File: src/sv/plasma_ring_pixel_generator_assert.svh
// Assertion macros shared by the texel generator.
`ifndef PLASMA_RING_PIXEL_GENERATOR_ASSERT_SVH
`define PLASMA_RING_PIXEL_GENERATOR_ASSERT_SVH
`ifndef NO_ASSERTIONS
`define PRPG_ASSERT_IMP(label, clk, rst, a, b) \
   label: assert property (@(posedge clk) disable iff (rst) (a) |-> (b)) \
      else $error("assertion failed");
`define PRPG_ASSERT_NXT(label, clk, rst, a, b) \
   label: assert property (@(posedge clk) disable iff (rst) (a) |=> (b)) \
      else $error("assertion failed");
`else
`define PRPG_ASSERT_IMP(label, clk, rst, a, b)
`define PRPG_ASSERT_NXT(label, clk, rst, a, b)
`endif
`endif

File: src/sv/prpg_pkg.sv
package prpg_pkg;

   localparam int MAX_DIM    = 4096;
   localparam int DIM_W      = $clog2(MAX_DIM) + 1;
   localparam int PIX_W      = 12;
   localparam int TEXEL_W    = 8;
   localparam int CSR_IDX_W  = 3;
   localparam int CSR_DATA_W = 16;

   typedef enum logic [2:0] {
      MODE_SMOOTH = 3'd0,
      MODE_SHARP  = 3'd1,
      MODE_HORZ   = 3'd2,
      MODE_VERT   = 3'd3,
      MODE_DIAG   = 3'd4
   } mode_type;

   localparam logic [CSR_IDX_W-1:0] CSR_MODE      = 3'd0;
   localparam logic [CSR_IDX_W-1:0] CSR_WIDTH     = 3'd1;
   localparam logic [CSR_IDX_W-1:0] CSR_HEIGHT    = 3'd2;
   localparam logic [CSR_IDX_W-1:0] CSR_START     = 3'd3;
   localparam logic [CSR_IDX_W-1:0] CSR_GAIN      = 3'd4;
   localparam logic [CSR_IDX_W-1:0] CSR_AMPLITUDE = 3'd5;
   localparam logic [CSR_IDX_W-1:0] CSR_DIVISOR   = 3'd6;

   localparam logic [DIM_W-1:0] RST_WIDTH     = 13'd256;
   localparam logic [DIM_W-1:0] RST_HEIGHT    = 13'd256;
   localparam logic [15:0]      RST_START     = 16'd16;
   localparam logic [15:0]      RST_GAIN      = 16'd4915;
   localparam logic [15:0]      RST_AMPLITUDE = 16'd23040;
   localparam logic [15:0]      RST_DIVISOR   = 16'd4096;

   // 2^32 / (2 pi), phase in units of 2^-32 turn
   localparam logic [29:0] PHASE_GAIN = 30'd683565276;
   localparam logic [16:0] HORNER_SEED = 17'd11;
   localparam logic [16:0] HORNER_COEF [0:3] = '{17'd307, 17'd5223, 17'd42334, 17'd102944};

   localparam int SQ_STAGES  = 11;
   localparam int DIV_STAGES = 26;
   localparam int GD_STAGES  = 4;

   localparam int RAD_LAT   = SQ_STAGES + 2;
   localparam int PH_LAT    = DIV_STAGES + 3;
   localparam int SIN_LAT   = 8;
   localparam int SHARP_LAT = 2;
   localparam int GRAD_LAT  = GD_STAGES + 2;
   localparam int PIPE_LAT  = RAD_LAT + PH_LAT + SIN_LAT;

   typedef struct packed {
      logic [42:0] rem;
      logic [21:0] root;
   } sq_type;

   typedef struct packed {
      logic [51:0] num;
      logic [15:0] rem;
      logic [31:0] q;
      logic        neg;
   } dv_type;

   typedef struct packed {
      logic [16:0] z;
      logic [16:0] z2;
      logic [16:0] t;
      logic        sgn;
   } hn_type;

   typedef struct packed {
      logic [32:0] rem;
      logic [24:0] den;
      logic [7:0]  q;
      logic        sat;
   } gd_type;

   function automatic logic [DIM_W-1:0] clamp_dim(input logic [DIM_W-1:0] v);
      logic [DIM_W-1:0] o;
      o = v;
      if (v == '0) o = 13'd1;
      else if (v > DIM_W'(MAX_DIM)) o = DIM_W'(MAX_DIM);
      return o;
   endfunction

   // one root bit of the restoring square root
   function automatic sq_type sqrt_step(input sq_type a, input int k);
      sq_type      o;
      logic [44:0] trial;
      o = a;
      trial = ({23'd0, a.root} << (k + 1)) | (45'd1 << (2 * k));
      if ({2'b00, a.rem} >= trial) begin
         o.rem  = a.rem - trial[42:0];
         o.root = a.root | (22'd1 << k);
      end
      return o;
   endfunction

   // one quotient bit of the long division by the wave divisor
   function automatic dv_type div_step(input dv_type a, input logic [15:0] dvs);
      dv_type      o;
      logic [16:0] r1;
      r1 = {a.rem, a.num[51]};
      o = a;
      o.num = {a.num[50:0], 1'b0};
      if (r1 >= {1'b0, dvs}) begin
         o.rem = 16'(r1 - {1'b0, dvs});
         o.q   = {a.q[30:0], 1'b1};
      end else begin
         o.rem = r1[15:0];
         o.q   = {a.q[30:0], 1'b0};
      end
      return o;
   endfunction

   function automatic hn_type horner_step(input hn_type a, input logic [16:0] coef);
      hn_type      o;
      logic [33:0] prod;
      prod = 34'(a.z2) * 34'(a.t);
      o = a;
      o.t = 17'(18'(coef) - prod[33:16]);
      return o;
   endfunction

   function automatic gd_type grad_step(input gd_type a, input int k);
      gd_type      o;
      logic [32:0] trial;
      o = a;
      trial = {8'd0, a.den} << k;
      if (a.rem >= trial) begin
         o.rem = a.rem - trial;
         o.q   = a.q | (8'd1 << k);
      end
      return o;
   endfunction

endpackage

File: src/sv/prpg_grad.sv
module prpg_grad (
   input  logic                       clock,
   input  logic                       en,
   input  logic [prpg_pkg::PIX_W-1:0] pix_x,
   input  logic [prpg_pkg::PIX_W-1:0] pix_y,
   input  logic [prpg_pkg::DIM_W-1:0] width,
   input  logic [prpg_pkg::DIM_W-1:0] height,
   input  prpg_pkg::mode_type         mode,
   output logic [7:0]                 texel
);

   logic [24:0]      xh_ff, yw_ff, wh_ff;
   logic [25:0]      wh;
   logic [19:0]      x255_ff, y255_ff;
   logic [12:0]      w_ff, h_ff;
   logic [25:0]      sumxy;
   logic [32:0]      num;
   logic [24:0]      den;
   prpg_pkg::gd_type gd_ff [0:prpg_pkg::GD_STAGES];

   assign wh = 26'(width) * 26'(height);

   always_ff @(posedge clock) begin
      if (en) begin
         xh_ff   <= 25'(pix_x) * 25'(height);
         yw_ff   <= 25'(pix_y) * 25'(width);
         wh_ff   <= wh[24:0];
         x255_ff <= {pix_x, 8'd0} - {8'd0, pix_x};
         y255_ff <= {pix_y, 8'd0} - {8'd0, pix_y};
         w_ff    <= width;
         h_ff    <= height;
      end
   end

   assign sumxy = 26'(xh_ff) + 26'(yw_ff);

   always_comb begin
      unique case (mode)
         prpg_pkg::MODE_HORZ: begin
            num = 33'(x255_ff);
            den = 25'(w_ff);
         end
         prpg_pkg::MODE_VERT: begin
            num = 33'(y255_ff);
            den = 25'(h_ff);
         end
         default: begin
            num = {sumxy, 7'd0} - 33'(sumxy);
            den = wh_ff;
         end
      endcase
   end

   always_ff @(posedge clock) begin
      if (en) begin
         gd_ff[0] <= '{rem: num, den: den, q: '0, sat: num >= {den, 8'd0}};
      end
   end

   for (genvar j = 1; j <= prpg_pkg::GD_STAGES; j++) begin : g_div
      always_ff @(posedge clock) begin
         if (en) begin
            gd_ff[j] <= prpg_pkg::grad_step(prpg_pkg::grad_step(gd_ff[j-1], 9 - 2 * j),
                                            8 - 2 * j);
         end
      end
   end

   assign texel = gd_ff[prpg_pkg::GD_STAGES].sat ? 8'd255 : gd_ff[prpg_pkg::GD_STAGES].q;

endmodule

File: config.mk
export PLATFORM = sky130hd
export DESIGN_NAME = prpg_grad
export DESIGN_NICKNAME = d
export VERILOG_FILES = /design/src/sv/plasma_ring_pixel_generator_assert.svh /design/src/sv/prpg_pkg.sv /design/src/sv/prpg_grad.sv
export SDC_FILE = /design/constraint.sdc
export NUM_CORES = 2
export LEC_CHECK = 0
export ABC_AREA = 1
export BUFFER_PORTS_ARGS = -buffer_cell sky130_fd_sc_hd__buf_2
export CORE_MARGIN = 10
export CORE_UTILIZATION = 35
export DETAILED_ROUTE_END_ITERATION = 12
export GPL_TIMING_DRIVEN = 0
export PLACE_DENSITY = 0.48
export SLEW_MARGIN = 15
export SYNTH_ARGS = -nofsm -noshare
export SYNTH_HDL_FRONTEND = slang
export SYNTH_SLANG_ARGS = --single-unit
File: constraint.sdc
create_clock -name clock -period 5.95 [get_ports clock]
set_input_delay 0.595 -clock clock [delete_from_list [all_inputs] [get_ports clock]]
set_output_delay 0.595 -clock clock [all_outputs]
set_load 0.005 [all_outputs]
# == Word-level counts from Yosys, hierarchy flattened ==
# Memory sizes are Yosys's and may differ from the RTL's.
# Cells that the tools add are included.
# op_classes
addsub,12
multipliers,3
div,0
magnitude_cmp,9
n_eq_ne,2
shifts,0
muxes,33
n_bitwise,0
reduce_logical,0
# ops
operator,n
$mux 33,16
$pmux 33 s2,1
$sub 33x26->33,2
$mul 12x13->25,2
$pmux 25 s2,1
$mux 8,6
$sub 20x12->20,2
$ge 33x25->1,1
$ge 33x26->1,1
$ge 33x27->1,1
$ge 33x28->1,1
$ge 33x29->1,1
$ge 33x30->1,1
$ge 33x31->1,1
$ge 33x32->1,1
$ge 33x33->1,1
$sub 33x25->33,1
$sub 33x27->33,1
$sub 33x28->33,1
$sub 33x29->33,1
$sub 33x30->33,1
$sub 33x31->33,1
$sub 33x32->33,1
$add 25x25->26,1
other kinds (9),12
# word_totals
reg_bits,141
latch_bits,0
ram_bits,335
rom_bits,0
inputBits,55
output_inout_bits,8
wordCells,67
n_memories,1
# memory_table
memory,words,width,read_ports,rd_ports_with_merged_regs,wr,line,text
gd_ff,5,67,5,0,5,prpg_grad.sv:19,prpg_pkg::gd_type gd_ff [0:prpg_pkg::GD_STAGES];

# == Logic depth before layout (Yosys ltp) ==
# depth
word_depth,6
ltp_mapped,33
mapped_depth_nobuf,33

# == Worst setup path after synthesis ==
# OpenSTA, ideal clock, no wires.
# synth_path
kind,input -> register
from,input pix_y[4] (netlist bit)
to,register yw_ff[21] (data pin)
setup_time_ps,262
t_arrival_ps,5527
t_required_ps,5688
setup_slack_ps,161
stages,22
path_buffers,2
cell_sequence,clkbuf_1 clkbuf_1 nand2_1 fa_1 inv_1 fa_1 inv_1 fa_1 inv_1 fa_1 fa_1 ha_1 nand2_1 o21ai_0 a21oi_1 o21ai_0 a31oi_1 o21ai_0 nand2_1 nand2_1 a21oi_1 xor2_1
# synth_via
elab_chain_len,1
# synth_rtl
element,line,text
"start, declared",prpg_grad.sv:5,"input logic [prpg_pkg::PIX_W-1:0] pix_y,"
$mul 12x13->25,prpg_grad.sv:26,yw_ff <= 25'(pix_y) * 25'(width);
"end signal, assigned",prpg_grad.sv:26,
"end, declared",prpg_grad.sv:12,"logic [24:0] xh_ff, yw_ff, wh_ff;"
# No other way between the ends.
# A chain may end at the register's enable or synchronous reset.

# == Worst setup path after layout ==
# layout_path
from,input width[12] (netlist bit)
to,register wh_ff[24] (data pin)
# layout_via
elab_chain_len,1
# layout_rtl
element,line,text
"start, declared",prpg_grad.sv:6,"input logic [prpg_pkg::DIM_W-1:0] width,"
$mul 13x13->25,prpg_grad.sv:21,assign wh = 26'(width) * 26'(height);
net wh[24],prpg_grad.sv:13,logic [25:0] wh;
"end signal, assigned",prpg_grad.sv:27,wh_ff <= wh[24:0];
"end, declared",prpg_grad.sv:12,
# The timed path passes the listed nets, and every way through them passes these cells.

==> impl_metrics.sql <==
INSERT INTO impl_metrics (metric_group, metric, value, unit) VALUES
('floorplan', 'initial_utilization', '35.3', '%'),
('placement', 'dp_worst_setup_slack', '-1.55', 'ns'),
('detailed_routing', 'drt-vias-per-instance', '4.98', ''),
('yosys', 'synth-async-reset-ratio', '0', '%'),
('yosys', 'postSynth.topFlopCell', 'edfxtp_1', ''),
('yosys', 'synth_nets', '6824', ''),
('placement', 'placed_cells_incl_taps', '7763', ''),
('detailed_routing', 'drt.antenna.violating_nets', '0', ''),
('yosys', 'avgSynthCellArea', '7.81', 'um^2'),
('flow_run', 'drv_cap', '0', ''),
('critical_path', 'setup.worst_path.start_class', 'primary input', ''),
('placement', 'port-buffer-count', '52', ''),
('clock_network', 'cts_max_path_buffers', '3', ''),
('detailed_routing', 'remaining_drc_errors', '0', ''),
('timing', 'timing_worst_slew_pin_value', '1.17', 'ns'),
('placement', 'place_hpwl', '131000', 'um'),
('critical_path', 'max_stage_delay', '0.57', 'ns'),
('cells_and_area', 'final_cells', '7828', ''),
('detailed_routing', 'drt_pre_antenna_iters', '6', ''),
('detailed_routing', 'wl_per_cell', '19.6', 'um'),
('critical_path', 'crit_path_start', 'width[12]', ''),
('yosys', 'yosysWarnings', '0', ''),
('floorplan', 'placementRows', '133', ''),
('critical_path', 'worst_reg2reg_setup_slack', '0.30', 'ns'),
('yosys', 'post_synth_instance_area', '46500', 'um^2'),
('critical_path', 'critical_path.reg2reg.startpoint', 'gd_ff[0][99]', ''),
('detailed_routing', 'num_vias', '39000', ''),
('cells_and_area', 'diodes', '0', ''),
('timing', 'max_freq', '174', 'MHz'),
('cells_and_area', 'postLayoutCellArea', '51200', 'um^2'),
('floorplan', 'core_area', '132000', 'um^2'),
('timing', 'final.setup.worst_slack', '0.218', 'ns'),
('yosys', 'synth_seq_cells', '398', ''),
('min_path', 'worst_hold_path_type', 'in2reg', ''),
('critical_path', 'timing.critical_path.required', '6.35', 'ns'),
('timing', 'timing.final.crit_period', '5.73', 'ns'),
('global_route', 'overflow', '0', ''),
('yosys', 'syn_inst', '5952', ''),
('critical_path', 'crit_path_cell_trace', 'buf_2 > clkbuf_1 > clkbuf_4 > nand2_1 > fa_1 > inv_1 > fa_1 > inv_1 > fa_1 > fa_1 > inv_1 > fa_1 > ha_1 > nand2_1 > nor4_4 > nand4_1 > nand3_1 > nand3_1 > nand2_1 > xor2_1', ''),
('cells_and_area', 'filler_cell_count', '14000', ''),
('floorplan', 'die-area', '148000', 'um^2'),
('min_path', 'worstHoldStart', 'width[12]', ''),
('placement', 'gp_congestion', '0.911', ''),
('floorplan', 'chipWidth', '384', 'um'),
('cells_and_area', 'area_growth', '10.1', '%'),
('critical_path', 'highest_delay_cell_along_the_critical_path', 'fa_1', ''),
('timing', 'setup_viol', '0', ''),
('detailed_routing', 'routed_wirelength', '153000', 'um'),
('timing', 'drv_slew', '0', ''),
('timing', 'fin_worst_skew', '0.0433', 'ns'),
('yosys', 'sequential_element_share_of_the_synthesized_area', '25.7', '%'),
('critical_path', 'path_class', 'in2reg', ''),
('cells_and_area', 'fraction_of_final_layout_cells_sized_beyond_drive_strength_1', '6.31', '%'),
('critical_path', 'crit_path_max_fanout', '10', ''),
('clock_network', 'cts.sink_count', '398', ''),
('critical_path', 'worst_path_most_repeated_cell', 'fa_1', ''),
('status', 'outcome', 'finished clean', ''),
('floorplan', 'io_pins', '63', ''),
('timing', 'worst_slew_margin_rel', '21.6', '%'),
('clock_network', 'cts.clk_slew.worst_paths', '0.06', 'ns'),
('clock_network', 'clock_tree_from_tritoncts', 'yes', ''),
('cells_and_area', 'nNetsFinal', '6907', ''),
('timing', 'rsz0062_at_grt', 'true', ''),
('timing', 'fin_setup_tns', '0', 'ns'),
('global_route', 'first_global_vias', '38700', ''),
('clock_network', 'cts_buffers', '49', ''),
('floorplan', 'die_y', '384', 'um'),
('timing', 'layout_worst_path_cycle_share', '96.3', '%'),
('global_route', 'pin_count_of_the_biggest_net_entering_global_routing', '96', ''),
('global_route', 'grt_antenna_before_repair', '6', ''),
('global_route', 'first_pass_grt_wire_length', '233000', 'um'),
('placement', 'postPlaceCellArea', '49100', 'um^2'),
('global_route', 'track_usage', '20.5', '%'),
('detailed_routing', 'starting_drt_drc_count', '2476', ''),
('clock_network', 'root_buffer', 'clkbuf_16', ''),
('yosys', 'synth_edf_count', '398', ''),
('yosys', 'post_synth_num_cell_types', '63', ''),
('critical_path', 'worstSetupEndpointType', 'flip-flop', ''),
('clock_network', 'h-tree-depth', '2', ''),
('clock_network', 'clk_latency', '0.64', 'ns'),
('critical_path', 'arrival', '6.13', 'ns'),
('timing', 'hold_violations_final', '0', '');
cell usage after synthesis (all sizes together), types with 2 or more instances:
| cell type | n | share of area (%) |
|---|---|---|
| nor4 | 26 | 0.36 |
| a22oi | 15 | 0.24 |
| buf | 32 | 0.48 |
| o211ai | 16 | 0.26 |
| nand4 | 56 | 0.75 |
| a31oi | 23 | 0.31 |
| a21oi | 368 | 4.0 |
| fa | 348 | 15 |
| nor3b | 3 | 0.048 |
| xnor2 | 128 | 2.4 |
| a221oi | 3 | 0.057 |
| o221ai | 11 | 0.21 |
| and3 | 2 | 0.027 |
| o22ai | 4 | 0.054 |
| o31ai | 7 | 0.11 |
| o2111ai | 3 | 0.057 |
| inv | 1153 | 9.3 |
| o21ai | 272 | 3.1 |
| o21bai | 13 | 0.22 |
| a21boi | 10 | 0.16 |
| nand2 | 1568 | 13 |
| nor2 | 346 | 2.8 |
| nand3b | 11 | 0.18 |
| o21a | 20 | 0.32 |
| o22a | 5 | 0.094 |
| clkbuf | 131 | 1.1 |
| a21o | 36 | 0.58 |
| a31o | 3 | 0.057 |
| xor2 | 144 | 2.7 |
| edfxtp | 398 | 26 |
| or2 | 20 | 0.27 |
| a211oi | 13 | 0.21 |
| and2 | 11 | 0.15 |
| nand3 | 220 | 2.5 |
| nor3 | 57 | 0.66 |
| ha | 469 | 13 |
registers in the layout, indices dropped and copies added (netlist names):
register	flops
wh_ff	25
w_ff	13
yw_ff	25
gd_ff	257
y255_ff	20
h_ff	13
x255_ff	20
xh_ff	25
layout by cell type, fill, tap and decap left out, types with 9 or more instances in the layout:
master / netlist / layout
nor2_1: 338 / 330
xnor2_1: 128 / 128
nand4_1: 56 / 56
buf_2: 12 / 67
clkinv_2: 0 / 9
bufinv_16: 0 / 9
buf_6: 8 / 9
o211ai_1: 16 / 16
o21bai_1: 12 / 12
or2_2: 19 / 19
a21oi_1: 362 / 354
clkbuf_4: 0 / 14
a22oi_1: 15 / 15
edfxtp_1: 398 / 398
nor2_2: 8 / 13
xor2_1: 143 / 135
clkbuf_2: 0 / 49
a21o_1: 36 / 36
a31oi_1: 23 / 21
clkbuf_16: 0 / 49
nor4_1: 25 / 22
nand3_1: 215 / 213
fa_1: 348 / 348
and2_1: 11 / 11
a211oi_1: 13 / 13
o21a_1: 20 / 20
a21oi_2: 6 / 14
o221ai_1: 11 / 11
clkbuf_1: 131 / 32
nor3_1: 54 / 50
o21ai_2: 19 / 24
nand2_1: 1552 / 1549
buf_4: 7 / 18
o21ai_0: 221 / 205
ha_1: 469 / 468
nand3b_1: 11 / 11
inv_1: 1146 / 1146
o21ai_1: 32 / 43
nand2_2: 10 / 13
per-stage QoR:
| stage | hold slack, ns | util, % |
|---|---|---|
| 6_report | 0.209 | 38.8 |
| 3_5_place_dp | 0.405 | 37.2 |
| 5_1_grt | 0.201 | 38.8 |
| 2_1_floorplan | 0.400 | - |
| 4_1_cts | 0.175 | 38.7 |
| 3_3_place_gp | 0.400 | 37.1 |
final cells by class:
type / instances / area (um^2) / share of cell area [%]
Tap cell: 1755 / 2200 / 4.29
Buffer: 133 / 796 / 1.55
Clock buffer: 55 / 1250 / 2.44
Timing Repair Buffer: 62 / 425 / 0.831
Sequential cell: 398 / 12000 / 23.3
Multi-Input combinational cell: 4237 / 29800 / 58.1
Inverter: 1154 / 4330 / 8.47
Clock inverter: 34 / 489 / 0.956
critical path: cells and delay by family:
family                     cells  cell delay (ns)
xor gates and xnor gates       1             0.38
and+or+nand+nor                7             1.27
buffers and inverters          6             1.02
adders and majority gates      6             2.86
path summary, 6_finish.rpt:
check / endpoint / cells past startpoint
min: w_ff[12] / 1
max reg2reg: gd_ff[0][176] / 25
min reg2reg: gd_ff[0][275] / 0
max: wh_ff[24] / 20
metal layers:
| layer | wire length, um | up-vias | global-route usage [%] |
|---|---|---|---|
| li1 | - | 19200 | - |
| met1 | 66500 | 18700 | 26.4 |
| met2 | 75700 | 831 | 36.3 |
| met3 | 6060 | 188 | 1.78 |
| met4 | 5050 | 0 | 6.07 |
| met5 | 0 | - | 0 |
repair_timing:
action	CTS	global route
setup buffers	1	5
pin swaps	2	4
resized for setup	101	112
hold buffers	0	0
endpoints found under the setup margin	89	113
kinds of logic (layout without fill, tap and decap cells):
family          count (synthesis)  after routing  share of synthesized area, %
simple gates                 2321           2321                          20.6
buf+inv                      1317           1438                          10.9
compound gates                826            826                          10.1
fa+ha+maj                     817            817                          27.6
flops                         398            398                          25.7
xor+xnor                      272            272                          5.14
mux                             1              1                        0.0242
Power is not shown: default switching activity piles up to over one toggle a cycle in this logic, so the estimate is an artifact.
